`config.mk`:
```
export PLATFORM = sky130hd
export DESIGN_NAME = ps2_scancode_to_char_decoder_core_flat
export DESIGN_NICKNAME = d
export VERILOG_FILES = /design/src/hdl/ps2dec_pkg.sv /design/src/hdl/ps2dec_if.sv /design/src/hdl/ps2_scancode_to_char_decoder_core.sv /design/src/flat_wrapper.sv
export SDC_FILE = /design/constraint.sdc
export NUM_CORES = 1
export LEC_CHECK = 0
export BUFFER_PORTS_ARGS = -buffer_cell sky130_fd_sc_hd__buf_4
export CAP_MARGIN = 40
export CORE_UTILIZATION = 40
export DETAILED_ROUTE_END_ITERATION = 8
export PLACE_DENSITY = 0.62
export SYNTH_ARGS = -nofsm -noshare
export SYNTH_HDL_FRONTEND = slang
export SYNTH_SLANG_ARGS = --single-unit
export TNS_END_PERCENT = 100
```
`constraint.sdc`:
```
create_clock -name clk -period 3.5 [get_ports clk]
set_input_delay 0 -clock clk [delete_from_list [all_inputs] [get_ports clk]]
set_output_delay 0 -clock clk [all_outputs]
set_load 0.03 [all_outputs]
```
`src/hdl/ps2dec_pkg.sv`:
```
// ----------------------------------------------------------------------------
// ps2dec_pkg
// Shared types, scancode constants and AZERTY translation tables for the
// PS/2 set-1 scancode decoder.
// ----------------------------------------------------------------------------
package ps2dec_pkg;

	localparam int LINE_LEN_DEF = 256;

	typedef logic [7:0] byte_t;
	typedef logic [6:0] key_t;
	typedef logic [2:0] dir_t;

	localparam byte_t BREAK_MASK = 8'h80;
	localparam byte_t KEY_MASK   = 8'h7F;
	localparam byte_t LED_CMD    = 8'hED;
	localparam logic [2:0] LED_CAPS = 3'h2;
	localparam logic [2:0] LED_NUM  = 3'h1;
	localparam logic [2:0] LED_OFF  = 3'h0;

	localparam key_t KEY_LSHIFT = 7'd42;
	localparam key_t KEY_RSHIFT = 7'd54;
	localparam key_t KEY_CAPS   = 7'd58;
	localparam key_t KEY_NUM    = 7'd69;
	localparam key_t KEY_ENTER  = 7'd28;
	localparam key_t KEY_BKSP   = 7'd14;
	localparam key_t KEY_DEL    = 7'd83;
	localparam key_t KEY_LEFT   = 7'd75;
	localparam key_t KEY_RIGHT  = 7'd77;
	localparam key_t KEY_UP     = 7'd72;
	localparam key_t KEY_DOWN   = 7'd80;

	localparam dir_t DIR_NONE  = 3'd0;
	localparam dir_t DIR_LEFT  = 3'd1;
	localparam dir_t DIR_RIGHT = 3'd2;
	localparam dir_t DIR_UP    = 3'd3;
	localparam dir_t DIR_DOWN  = 3'd4;

	localparam byte_t CHAR_SPACE = 8'h20;

	function automatic dir_t arrow_code(key_t key);
		dir_t d;
		case (key)
			KEY_LEFT:  d = DIR_LEFT;
			KEY_RIGHT: d = DIR_RIGHT;
			KEY_UP:    d = DIR_UP;
			KEY_DOWN:  d = DIR_DOWN;
			default:   d = DIR_NONE;
		endcase
		return d;
	endfunction

	// Unshifted AZERTY layer; keys with no character give zero.
	function automatic byte_t plain_map(key_t key);
		byte_t c;
		case (key)
			7'd1:  c = 8'h1B;
			7'd2:  c = "&";
			7'd3:  c = "e";
			7'd4:  c = 8'h22;
			7'd5:  c = 8'h27;
			7'd6:  c = "(";
			7'd7:  c = "-";
			7'd8:  c = "e";
			7'd9:  c = "_";
			7'd10: c = "c";
			7'd11: c = "a";
			7'd12: c = ")";
			7'd13: c = "=";
			7'd14: c = 8'h08;
			7'd15: c = 8'h09;
			7'd16: c = "a";
			7'd17: c = "z";
			7'd18: c = "e";
			7'd19: c = "r";
			7'd20: c = "t";
			7'd21: c = "y";
			7'd22: c = "u";
			7'd23: c = "i";
			7'd24: c = "o";
			7'd25: c = "p";
			7'd26: c = "^";
			7'd27: c = "$";
			7'd28: c = 8'h0A;
			7'd30: c = "q";
			7'd31: c = "s";
			7'd32: c = "d";
			7'd33: c = "f";
			7'd34: c = "g";
			7'd35: c = "h";
			7'd36: c = "j";
			7'd37: c = "k";
			7'd38: c = "l";
			7'd39: c = "m";
			7'd40: c = "u";
			7'd43: c = "*";
			7'd44: c = "w";
			7'd45: c = "x";
			7'd46: c = "c";
			7'd47: c = "v";
			7'd48: c = "b";
			7'd49: c = "n";
			7'd50: c = ",";
			7'd51: c = ";";
			7'd52: c = ":";
			7'd53: c = "!";
			7'd55: c = "*";
			7'd57: c = CHAR_SPACE;
			7'd74: c = "-";
			7'd78: c = "+";
			default: c = 8'h00;
		endcase
		return c;
	endfunction

	// Shifted AZERTY layer.
	function automatic byte_t shifted_map(key_t key);
		byte_t c;
		case (key)
			7'd1:  c = 8'h1B;
			7'd2:  c = "1";
			7'd3:  c = "2";
			7'd4:  c = "3";
			7'd5:  c = "4";
			7'd6:  c = "5";
			7'd7:  c = "6";
			7'd8:  c = "7";
			7'd9:  c = "8";
			7'd10: c = "9";
			7'd11: c = "0";
			7'd12: c = 8'h27;
			7'd13: c = "+";
			7'd14: c = 8'h08;
			7'd15: c = 8'h09;
			7'd16: c = "A";
			7'd17: c = "Z";
			7'd18: c = "E";
			7'd19: c = "R";
			7'd20: c = "T";
			7'd21: c = "Y";
			7'd22: c = "U";
			7'd23: c = "I";
			7'd24: c = "O";
			7'd25: c = "P";
			7'd26: c = "^";
			7'd27: c = "$";
			7'd28: c = 8'h0A;
			7'd30: c = "Q";
			7'd31: c = "S";
			7'd32: c = "D";
			7'd33: c = "F";
			7'd34: c = "G";
			7'd35: c = "H";
			7'd36: c = "J";
			7'd37: c = "K";
			7'd38: c = "L";
			7'd39: c = "M";
			7'd40: c = "U";
			7'd43: c = "*";
			7'd44: c = "W";
			7'd45: c = "X";
			7'd46: c = "C";
			7'd47: c = "V";
			7'd48: c = "B";
			7'd49: c = "N";
			7'd50: c = "?";
			7'd51: c = ".";
			7'd52: c = "/";
			7'd53: c = "!";
			7'd55: c = "*";
			7'd57: c = CHAR_SPACE;
			7'd74: c = "-";
			7'd78: c = "+";
			default: c = 8'h00;
		endcase
		return c;
	endfunction

endpackage

```
`src/hdl/ps2dec_if.sv`:
```
// ----------------------------------------------------------------------------
// ps2dec interfaces
// Valid/ready channels for scancode input and decoded result output.
// ----------------------------------------------------------------------------
interface ps2dec_scan_if;
	logic                 valid;
	logic                 ready;
	ps2dec_pkg::byte_t    scancode;

	modport source (output valid, output scancode, input ready);
	modport sink   (input valid, input scancode, output ready);
endinterface

interface ps2dec_result_if;
	logic                 valid;
	logic                 ready;
	ps2dec_pkg::byte_t    key_char;
	logic                 char_valid;
	logic                 key_down;
	logic                 key_up;
	ps2dec_pkg::dir_t     arrow_held;
	ps2dec_pkg::dir_t     arrow_let_go;
	logic                 led_write;
	logic [2:0]           led_byte;
	logic                 line_end;
	ps2dec_pkg::byte_t    cursor;
	logic                 ignored;

	modport source (output valid, output key_char, output char_valid, output key_down,
		output key_up, output arrow_held, output arrow_let_go, output led_write,
		output led_byte, output line_end, output cursor, output ignored, input ready);
	modport sink   (input valid, input key_char, input char_valid, input key_down,
		input key_up, input arrow_held, input arrow_let_go, input led_write,
		input led_byte, input line_end, input cursor, input ignored, output ready);
endinterface

```
`src/hdl/ps2_scancode_to_char_decoder_core.sv`:
```
// ----------------------------------------------------------------------------
// ps2_scancode_to_char_decoder_core
// PS/2 set-1 scancode to AZERTY character decoder with lock, arrow and
// line cursor tracking.
// ----------------------------------------------------------------------------
// Usage:
// Raw set-1 scancode bytes arrive one per transaction on the scan channel.
// Every accepted scancode yields exactly one result transaction on the
// result channel, carrying the decoder state after that byte plus the
// per-byte flags (new character, LED command request, end of line, ignored).
// The accepted byte is held in an input register; the decode stage then
// decodes it against the tracked state and, when the result register is
// free or being drained, updates that state and loads the result register.
// Throughput is one transaction per cycle while the receiver does not
// stall, set by the single decode stage between the input and result
// registers; state written by one byte is seen by the byte right behind it.
// When the receiver stalls, the result register holds its transaction, the
// input register holds the next byte, and scan.ready falls only when both
// are full. An asynchronous low on arst_n clears both valid bits and all
// tracked state (shift, locks, flags, arrows, cursor, gui mode).
// gui_mode is written through cfg_we/cfg_wdata; the user must write it only
// while the block is idle, which the block itself does not enforce; while it
// is set every byte is reported as ignored and state is unchanged.
// ----------------------------------------------------------------------------
module ps2_scancode_to_char_decoder_core #(
	parameter int LINE_LEN = ps2dec_pkg::LINE_LEN_DEF
) (
	input  logic                   clk,
	input  logic                   arst_n,
	ps2dec_scan_if.sink            scan,
	ps2dec_result_if.source        result,
	input  logic                   cfg_we,
	input  logic                   cfg_wdata
);

	// The cursor saturates at the end of the line, but never beyond 8 bits.
	localparam int CURSOR_MAX_I = ((LINE_LEN - 1) < 255) ? (LINE_LEN - 1) : 255;
	localparam ps2dec_pkg::byte_t CURSOR_MAX = 8'(CURSOR_MAX_I);

	// Configuration and tracked state.
	logic                gui_mode_q;
	logic                shift_q;
	logic                caps_q;
	logic                num_q;
	ps2dec_pkg::byte_t   last_char_q;
	logic                press_q;
	logic                release_q;
	ps2dec_pkg::dir_t    arrow_press_q;
	ps2dec_pkg::dir_t    arrow_release_q;
	ps2dec_pkg::byte_t   line_pos_q;

	// Input register (stage 1) and result register (stage 2).
	logic                valid_s1;
	ps2dec_pkg::byte_t   scancode_s1;
	logic                valid_s2;
	logic                char_valid_s2;
	logic                led_write_s2;
	logic [2:0]          led_byte_s2;
	logic                line_end_s2;
	logic                ignored_s2;

	// The decode stage moves forward whenever the result register is free
	// or being drained this cycle.
	logic advance;
	assign advance    = !valid_s2 || result.ready;
	assign scan.ready = !valid_s1 || advance;

	// Next-state decode for the byte sitting in the input register.
	logic                shift_d, caps_d, num_d, press_d, release_d;
	ps2dec_pkg::byte_t   last_char_d, line_pos_d;
	ps2dec_pkg::dir_t    arrow_press_d, arrow_release_d;
	logic                char_valid_d, led_write_d, line_end_d, ignored_d;
	logic [2:0]          led_byte_d;
	ps2dec_pkg::key_t    key;
	ps2dec_pkg::dir_t    dir;
	logic                is_break;

	assign key      = scancode_s1[6:0];
	assign is_break = |(scancode_s1 & ps2dec_pkg::BREAK_MASK);
	assign dir      = ps2dec_pkg::arrow_code(key);

	always_comb begin
		shift_d         = shift_q;
		caps_d          = caps_q;
		num_d           = num_q;
		press_d         = press_q;
		release_d       = release_q;
		last_char_d     = last_char_q;
		line_pos_d      = line_pos_q;
		arrow_press_d   = arrow_press_q;
		arrow_release_d = arrow_release_q;
		char_valid_d    = 1'b0;
		led_write_d     = 1'b0;
		led_byte_d      = ps2dec_pkg::LED_OFF;
		line_end_d      = 1'b0;
		ignored_d       = 1'b0;

		if (gui_mode_q) begin
			ignored_d = 1'b1;
		end else if (is_break) begin
			// Release: shift keys clear the shift state and arrows record which direction let go.
			if (key inside {ps2dec_pkg::KEY_LSHIFT, ps2dec_pkg::KEY_RSHIFT}) begin
				shift_d = 1'b0;
			end else if (dir != ps2dec_pkg::DIR_NONE) begin
				arrow_release_d = dir;
			end
			press_d   = 1'b0;
			release_d = 1'b1;
		end else if (key == ps2dec_pkg::KEY_ENTER) begin
			line_end_d = 1'b1;
			line_pos_d = '0;
		end else if (key == ps2dec_pkg::KEY_DEL) begin
			if (line_pos_q < CURSOR_MAX) begin
				line_pos_d = line_pos_q + 8'd1;
			end
			last_char_d = ps2dec_pkg::CHAR_SPACE;
		end else if (key == ps2dec_pkg::KEY_BKSP) begin
			if (line_pos_q != '0) begin
				line_pos_d = line_pos_q - 8'd1;
			end
			last_char_d = ps2dec_pkg::CHAR_SPACE;
		end else if (key inside {ps2dec_pkg::KEY_LSHIFT, ps2dec_pkg::KEY_RSHIFT}) begin
			shift_d = 1'b1;
		end else if (key == ps2dec_pkg::KEY_CAPS) begin
			caps_d      = !caps_q;
			led_write_d = 1'b1;
			led_byte_d  = caps_d ? ps2dec_pkg::LED_CAPS : ps2dec_pkg::LED_OFF;
		end else if (key == ps2dec_pkg::KEY_NUM) begin
			num_d       = !num_q;
			led_write_d = 1'b1;
			led_byte_d  = num_d ? ps2dec_pkg::LED_NUM : ps2dec_pkg::LED_OFF;
		end else if (dir != ps2dec_pkg::DIR_NONE) begin
			arrow_press_d = dir;
		end else begin
			// Character key: shift and caps lock cancel each other.
			last_char_d = (shift_q ^ caps_q) ? ps2dec_pkg::shifted_map(key)
			                                 : ps2dec_pkg::plain_map(key);
			if (line_pos_q < CURSOR_MAX) begin
				line_pos_d = line_pos_q + 8'd1;
			end
			char_valid_d = 1'b1;
			press_d      = 1'b1;
			release_d    = 1'b0;
		end
	end

	// Control registers and tracked state.
	always_ff @(posedge clk or negedge arst_n) begin
		if (!arst_n) begin
			gui_mode_q      <= 1'b0;
			valid_s1        <= 1'b0;
			valid_s2        <= 1'b0;
			shift_q         <= 1'b0;
			caps_q          <= 1'b0;
			num_q           <= 1'b0;
			last_char_q     <= '0;
			press_q         <= 1'b0;
			release_q       <= 1'b0;
			arrow_press_q   <= ps2dec_pkg::DIR_NONE;
			arrow_release_q <= ps2dec_pkg::DIR_NONE;
			line_pos_q      <= '0;
		end else begin
			if (cfg_we) begin
				gui_mode_q <= cfg_wdata;
			end
			if (scan.ready) begin
				valid_s1 <= scan.valid;
			end
			if (advance) begin
				valid_s2 <= valid_s1;
			end
			if (advance && valid_s1) begin
				shift_q         <= shift_d;
				caps_q          <= caps_d;
				num_q           <= num_d;
				last_char_q     <= last_char_d;
				press_q         <= press_d;
				release_q       <= release_d;
				arrow_press_q   <= arrow_press_d;
				arrow_release_q <= arrow_release_d;
				line_pos_q      <= line_pos_d;
			end
		end
	end

	// Payload registers.
	always_ff @(posedge clk) begin
		if (scan.ready && scan.valid) begin
			scancode_s1 <= scan.scancode;
		end
		if (advance && valid_s1) begin
			char_valid_s2 <= char_valid_d;
			led_write_s2  <= led_write_d;
			led_byte_s2   <= led_byte_d;
			line_end_s2   <= line_end_d;
			ignored_s2    <= ignored_d;
		end
	end

	// The state registers are updated in the same edge as the result
	// register, so they already hold the post-item state for the result.
	assign result.valid        = valid_s2;
	assign result.key_char     = last_char_q;
	assign result.char_valid   = char_valid_s2;
	assign result.key_down     = press_q;
	assign result.key_up       = release_q;
	assign result.arrow_held   = arrow_press_q;
	assign result.arrow_let_go = arrow_release_q;
	assign result.led_write    = led_write_s2;
	assign result.led_byte     = led_byte_s2;
	assign result.line_end     = line_end_s2;
	assign result.cursor       = line_pos_q;
	assign result.ignored      = ignored_s2;

endmodule

```
`src/flat_wrapper.sv`:
```
// flat-port wrapper written by rule: the top's interface ports become plain ports
module ps2_scancode_to_char_decoder_core_flat 
#(
	parameter int LINE_LEN = ps2dec_pkg::LINE_LEN_DEF
)
  (clk, arst_n, cfg_we, cfg_wdata, scan_valid, scan_scancode, scan_ready, result_valid, result_key_char, result_char_valid, result_key_down, result_key_up, result_arrow_held, result_arrow_let_go, result_led_write, result_led_byte, result_line_end, result_cursor, result_ignored, result_ready);
  ps2dec_scan_if scan_i ();
  ps2dec_result_if result_i ();
  input  logic clk;
  input  logic arst_n;
  input  logic cfg_we;
  input  logic cfg_wdata;
  input wire logic [$bits(scan_i.valid)-1:0] scan_valid;
  input wire logic [$bits(scan_i.scancode)-1:0] scan_scancode;
  output wire logic [$bits(scan_i.ready)-1:0] scan_ready;
  output wire logic [$bits(result_i.valid)-1:0] result_valid;
  output wire logic [$bits(result_i.key_char)-1:0] result_key_char;
  output wire logic [$bits(result_i.char_valid)-1:0] result_char_valid;
  output wire logic [$bits(result_i.key_down)-1:0] result_key_down;
  output wire logic [$bits(result_i.key_up)-1:0] result_key_up;
  output wire logic [$bits(result_i.arrow_held)-1:0] result_arrow_held;
  output wire logic [$bits(result_i.arrow_let_go)-1:0] result_arrow_let_go;
  output wire logic [$bits(result_i.led_write)-1:0] result_led_write;
  output wire logic [$bits(result_i.led_byte)-1:0] result_led_byte;
  output wire logic [$bits(result_i.line_end)-1:0] result_line_end;
  output wire logic [$bits(result_i.cursor)-1:0] result_cursor;
  output wire logic [$bits(result_i.ignored)-1:0] result_ignored;
  input wire logic [$bits(result_i.ready)-1:0] result_ready;
  assign scan_i.valid = scan_valid;
  assign scan_i.scancode = scan_scancode;
  assign scan_ready = scan_i.ready;
  assign result_valid = result_i.valid;
  assign result_key_char = result_i.key_char;
  assign result_char_valid = result_i.char_valid;
  assign result_key_down = result_i.key_down;
  assign result_key_up = result_i.key_up;
  assign result_arrow_held = result_i.arrow_held;
  assign result_arrow_let_go = result_i.arrow_let_go;
  assign result_led_write = result_i.led_write;
  assign result_led_byte = result_i.led_byte;
  assign result_line_end = result_i.line_end;
  assign result_cursor = result_i.cursor;
  assign result_ignored = result_i.ignored;
  assign result_i.ready = result_ready;
  ps2_scancode_to_char_decoder_core #(.LINE_LEN(LINE_LEN)) u_core (.clk(clk), .arst_n(arst_n), .scan(scan_i), .result(result_i), .cfg_we(cfg_we), .cfg_wdata(cfg_wdata));
endmodule
```
# Yosys cells after proc, flatten, opt, wreduce, memory -nomap -nowiden
# Memory sizes are Yosys's and may differ from the RTL's. A register that Yosys moved wholly into a read port is not among the register bits.
# Index checks and enable logic that the tools add are counted.
# W data, S select, Z words.
[totals]
regBits = 45
latch_bits = 0
ramBits = 0
mem_bits_ro = 1792
input_bits = 14
elab_cells = 131
n_memories = 2
[memory_table]
columns = ["memory", "depth", "word_bits", "rd", "rd_ports_with_merged_regs", "wr", "line", "text"]
rows = [
  ["(name not given)", 128, 7, 1, 1, 0, "ps2dec_pkg.sv:119", "case (key)"],
  ["(name not given)", 128, 7, 1, 1, 0, "ps2dec_pkg.sv:56", "case (key)"],
]
[op_classes]
n_addsub = 2
multipliers = 0
div_mod_pow = 0
order_cmp = 1
eq_ne = 27
shift = 0
muxes = 50
n_bitwise = 9
reduce_logical = 22
[op_table]
columns = ["cell", "n"]
rows = [
  ["$mux W8", 16],
  ["$eq A7 B7 Y1 const B", 6],
  ["$mux W1", 28],
  ["$reduce_and A8 Y1", 3],
  ["$eq A7 B6 Y1 const B", 3],
  ["$reduce_and A9 Y1", 2],
  ["$mux W7", 2],
  ["$ne A2 B1 Y1 const B", 7],
  ["$pmux W3 S4", 1],
  ["$reduce_and A10 Y1", 1],
  ["$add A8 B1 Y8 const B", 1],
  ["$lt A8 B8 Y1 const B", 1],
  ["$ne A4 B1 Y1 const B", 2],
  ["$ne A4 B4 Y1 const B", 2],
  ["$not A1 Y1", 8],
  ["$reduce_bool A8 Y1", 1],
  ["$reduce_or A8 Y1", 1],
  ["$sub A8 B1 Y8 const B", 1],
  ["$eq A7 B4 Y1 const B", 1],
  ["$eq A7 B5 Y1 const B", 1],
  ["$mux W3", 2],
  ["$ne A3 B1 Y1 const B", 2],
  ["$ne A3 B3 Y1 const B", 2],
  ["$reduce_and A6 Y1", 1],
  ["other kinds (11)", 16],
]

# Longest topological paths before layout
[depth]
depth_word = 11
depth_mapped = 13

# Worst setup path after synthesis
# Ideal clock, no wire load.
[synth_path]
path_kind = "register to register"
from = "register u_core.valid_s2, in the netlist u_core.result.valid"
to = "register with a tool-made name"
arrival_time_ns = 2.597
path_slack_ns = 0.776
stages_incl_launch_ff = 12
period_less_slack_ns = 2.724
cell_sequence = "dfrtp_1 > buf_2 > and3b_1 > buf_4 > buf_6 > o211a_2 > ha_1 > clkbuf_1 > a221oi_1 > a222oi_1 > a2bb2oi_1 > nand3_1"
[synth_rtl]
columns = ["item", "line", "text"]
rows = [
  ["start, declared", "ps2_scancode_to_char_decoder_core.sv:55", "logic valid_s2;"],
  ["start signal, assigned", "ps2_scancode_to_char_decoder_core.sv:170", "valid_s2 <= valid_s1;"],
]

==> metrics.yaml <==
outcome:
  outcome: "finished clean"
global_route:
  grt_max_degree: 30
  antenna_found_initial: 0
  grt_pass1_vias: 3921
  gr-usage-all-layers_pct: 23.8
  grt_pass1_wl_um: 21000
  grt_overflow: 0
synthesis:
  syn_area_sq_um: 4290
  synth-simple-area-share_pct: 26.5
  syn_avg_cell_area_sq_um: 8.40
  synth-compound-area-share_pct: 23.9
  synth-main-ff-cell: "dfrtp_1"
  ys_ff_latch: 57
  synth_top_family_by_area: "simple AND/OR/NAND/NOR gates"
  synth_mux_area_share_pct: 5.54
  synthAdderAreaFrac_pct: 2.91
  yosys_warnings: 0
  synthArstFlopShare_pct: 50.9
  synth_xor_area_share_pct: 2.24
  syn_inst: 511
  synth_enable_flop_cells: 14
  synthDistinctLibCells: 82
  ys_seq_area_share_pct: 33.2
clocking:
  clockBufferDepth: 2
  cts.sinks: 57
  path_clk_slew_ns: 0.08
  cts_resized: 0
  numCtsBuffers: 9
  clk_latency_ns: 0.35
  cts_hold_buf: 11
  post_cts_buffers: 0
  clock-root-buffer: "clkbuf_8"
  h-tree-depth: 3
  cts_tree: "done"
worst_setup_path:
  startpoint_type: "flip-flop"
  reg2reg_depth: 8
  critPathTopFamily: "simple AND/OR/NAND/NOR gates"
  endpoint_kind: "flip-flop"
  crit_path_max_fanout: 23
  timing.rr.start: "u_core.valid_s1"
  rrSetupSlack_ns: 0.39
  cp_num_buf_inv: 2
  crit_required_ns: 3.73
  crit_chain: "and3b_1, inv_2, nand2_2, inv_2, a31oi_1, nor3b_1, o22ai_1, a222oi_1"
  crit_slowest_cell: "and3b_1"
  crit_top_cell: "inv_2"
  arrival_ns: 3.34
  critical_path_class: "reg2reg"
  crit_path_max_incr_delay_ns: 0.54
timing:
  fin_worst_skew_ns: 0.0124
  slew_headroom_pct: 42.3
  finalSetupViolations: 0
  fmax_mhz: 322
  fin_crit_sh_pct: 88.9
  slew_viol_final: 0
  tightestPinTransition_ns: 0.866
  fin_crit_ns: 3.11
  fin_tns_setup_ns: 0
  hold_viol: 0
  grt_setup_unrepaired: "no"
worst_hold_path:
  whs_endpoint: "u_core.result.valid"
  hold_class: "in2reg"
  min_from: "result_ready"
  min_path_cells: 3
cells_and_area:
  final_cell_area_sq_um: 5000
  areaGrowthSynthToFinish_pct: 16.5
  final_nets: 573
  diodes: 0
  drive_gt1_share_pct: 17.3
floorplan:
  die_x_um: 106
  die_area_sq_um: 11200
  start_util_pct: 41.4
  die_h_um: 106
  rows: 37
  io_pins: 47
  core_area_sq_um: 10400
pwr:
  powerDensity_nw_per_um2: 507
  vdd.ir_drop.worst_mv: 0.256
  finalPower_mw: 2.54
  leakage_nw: 2.05
place:
  hpwl_um: 9420
  postPlaceCellArea_sq_um: 4670
  gp_congestion: 0.939
  port-buffer-count: 44
routing:
  post_drt_via_cell_ratio: 6.14
  drt-initial-drc-count: 399
  routedWlPerCell_um: 18.8
  drc: 0
  first_pass_iters: 7
  num_vias: 4239
  ant_nets: 0
  drt_wl_total_um: 13000
run:
  maxCapViolations: 0
## per-layer routing
layer / vias up / GRT usage (%) / part of all wire [%]
met4: 0 / 7.94 / 3.0
met3: 26 / 3.90 / 6.4
met2: 190 / 37.9 / 46
li1: 1998 / - / -
met1: 2025 / 32.9 / 44
met5: - / 0 / 0
## worst reg2reg max path, stage by stage (launching register included)
cell and delay, ns:
dfrtp_1 0.53, and3b_1 0.54, inv_2 0.23, nand2_2 0.26
inv_2 0.25, a31oi_1 0.41, nor3b_1 0.23, o22ai_1 0.13
a222oi_1 0.41
## metrics by stage
step                hold slack, ns  utilization, %  setup slack (ns)  instances
floorplan                   -0.296               -             0.776        512
finish                      0.0216            48.2             0.390        690
detailed placement         -0.0424            45.0             0.451        663
global placement           -0.0472            45.0             0.618        663
global route                0.0335            48.2             0.155        690
CTS                         0.0218            48.2             0.437        690
## where the power goes
group	switching (mW)	internal (mW)
Combinational	0.582	0.353
Clock	0.306	0.378
Sequential	0.122	0.796
## cell usage after synthesis, drive strengths merged, types with 15 or more instances
master / count / area (sq um)
o21ai: 26 / 130
nand2: 61 / 231
nor2: 33 / 126
clkbuf: 15 / 56.3
a21oi: 33 / 165
inv: 16 / 60.1
buf: 21 / 125
dfrtp: 29 / 726
nand3: 25 / 130
## cells in the final DEF (no fill, tap or decap), types with 11 or more instances in the layout
| cell type | count |
|---|---|
| nand2_1 | 60 |
| o21ai_0 | 24 |
| buf_4 | 51 |
| nor2_1 | 32 |
| nand3_1 | 24 |
| inv_1 | 14 |
| dfxtp_1 | 14 |
| nor3_1 | 14 |
| edfxtp_1 | 14 |
| dlygate4sd3_1 | 11 |
| mux2_2 | 14 |
| dfrtp_1 | 29 |
| nand2b_1 | 11 |
| a211oi_1 | 11 |
| a21oi_1 | 33 |
## layout make-up
class,instances,area (sq um)
Sequential cell,57,1430
Timing Repair Buffer,62,493
Tap cell,136,170
Inverter,16,60.1
Fill cell,1006,5370
Clock buffer,10,149
Clock inverter,6,72.6
Multi-Input combinational cell,403,2630
## cell families after synthesis
group,Yosys count
AND/OR/NAND/NOR,212
AO/OA/AOI/OAI,146
flip-flops,57
buffers and inverters,52
multiplexers,22
XOR/XNOR,11
adder cells (fa/ha/maj),10
other,1
## worst max-delay path by stage
stage | startpoint | end | cells after the start
2_1_floorplan | u_core.result.valid | flip-flop | 11
3_3_place_gp | u_core.valid_s1 | flip-flop | 8
3_5_place_dp | u_core.result.valid | flip-flop | 8
4_1_cts | u_core.result.valid | flip-flop | 8
5_1_grt | u_core.result.valid | flip-flop | 8
6_report | u_core.valid_s1 | flip-flop | 8
No activity file was read; power rests on OpenSTA's default activity.
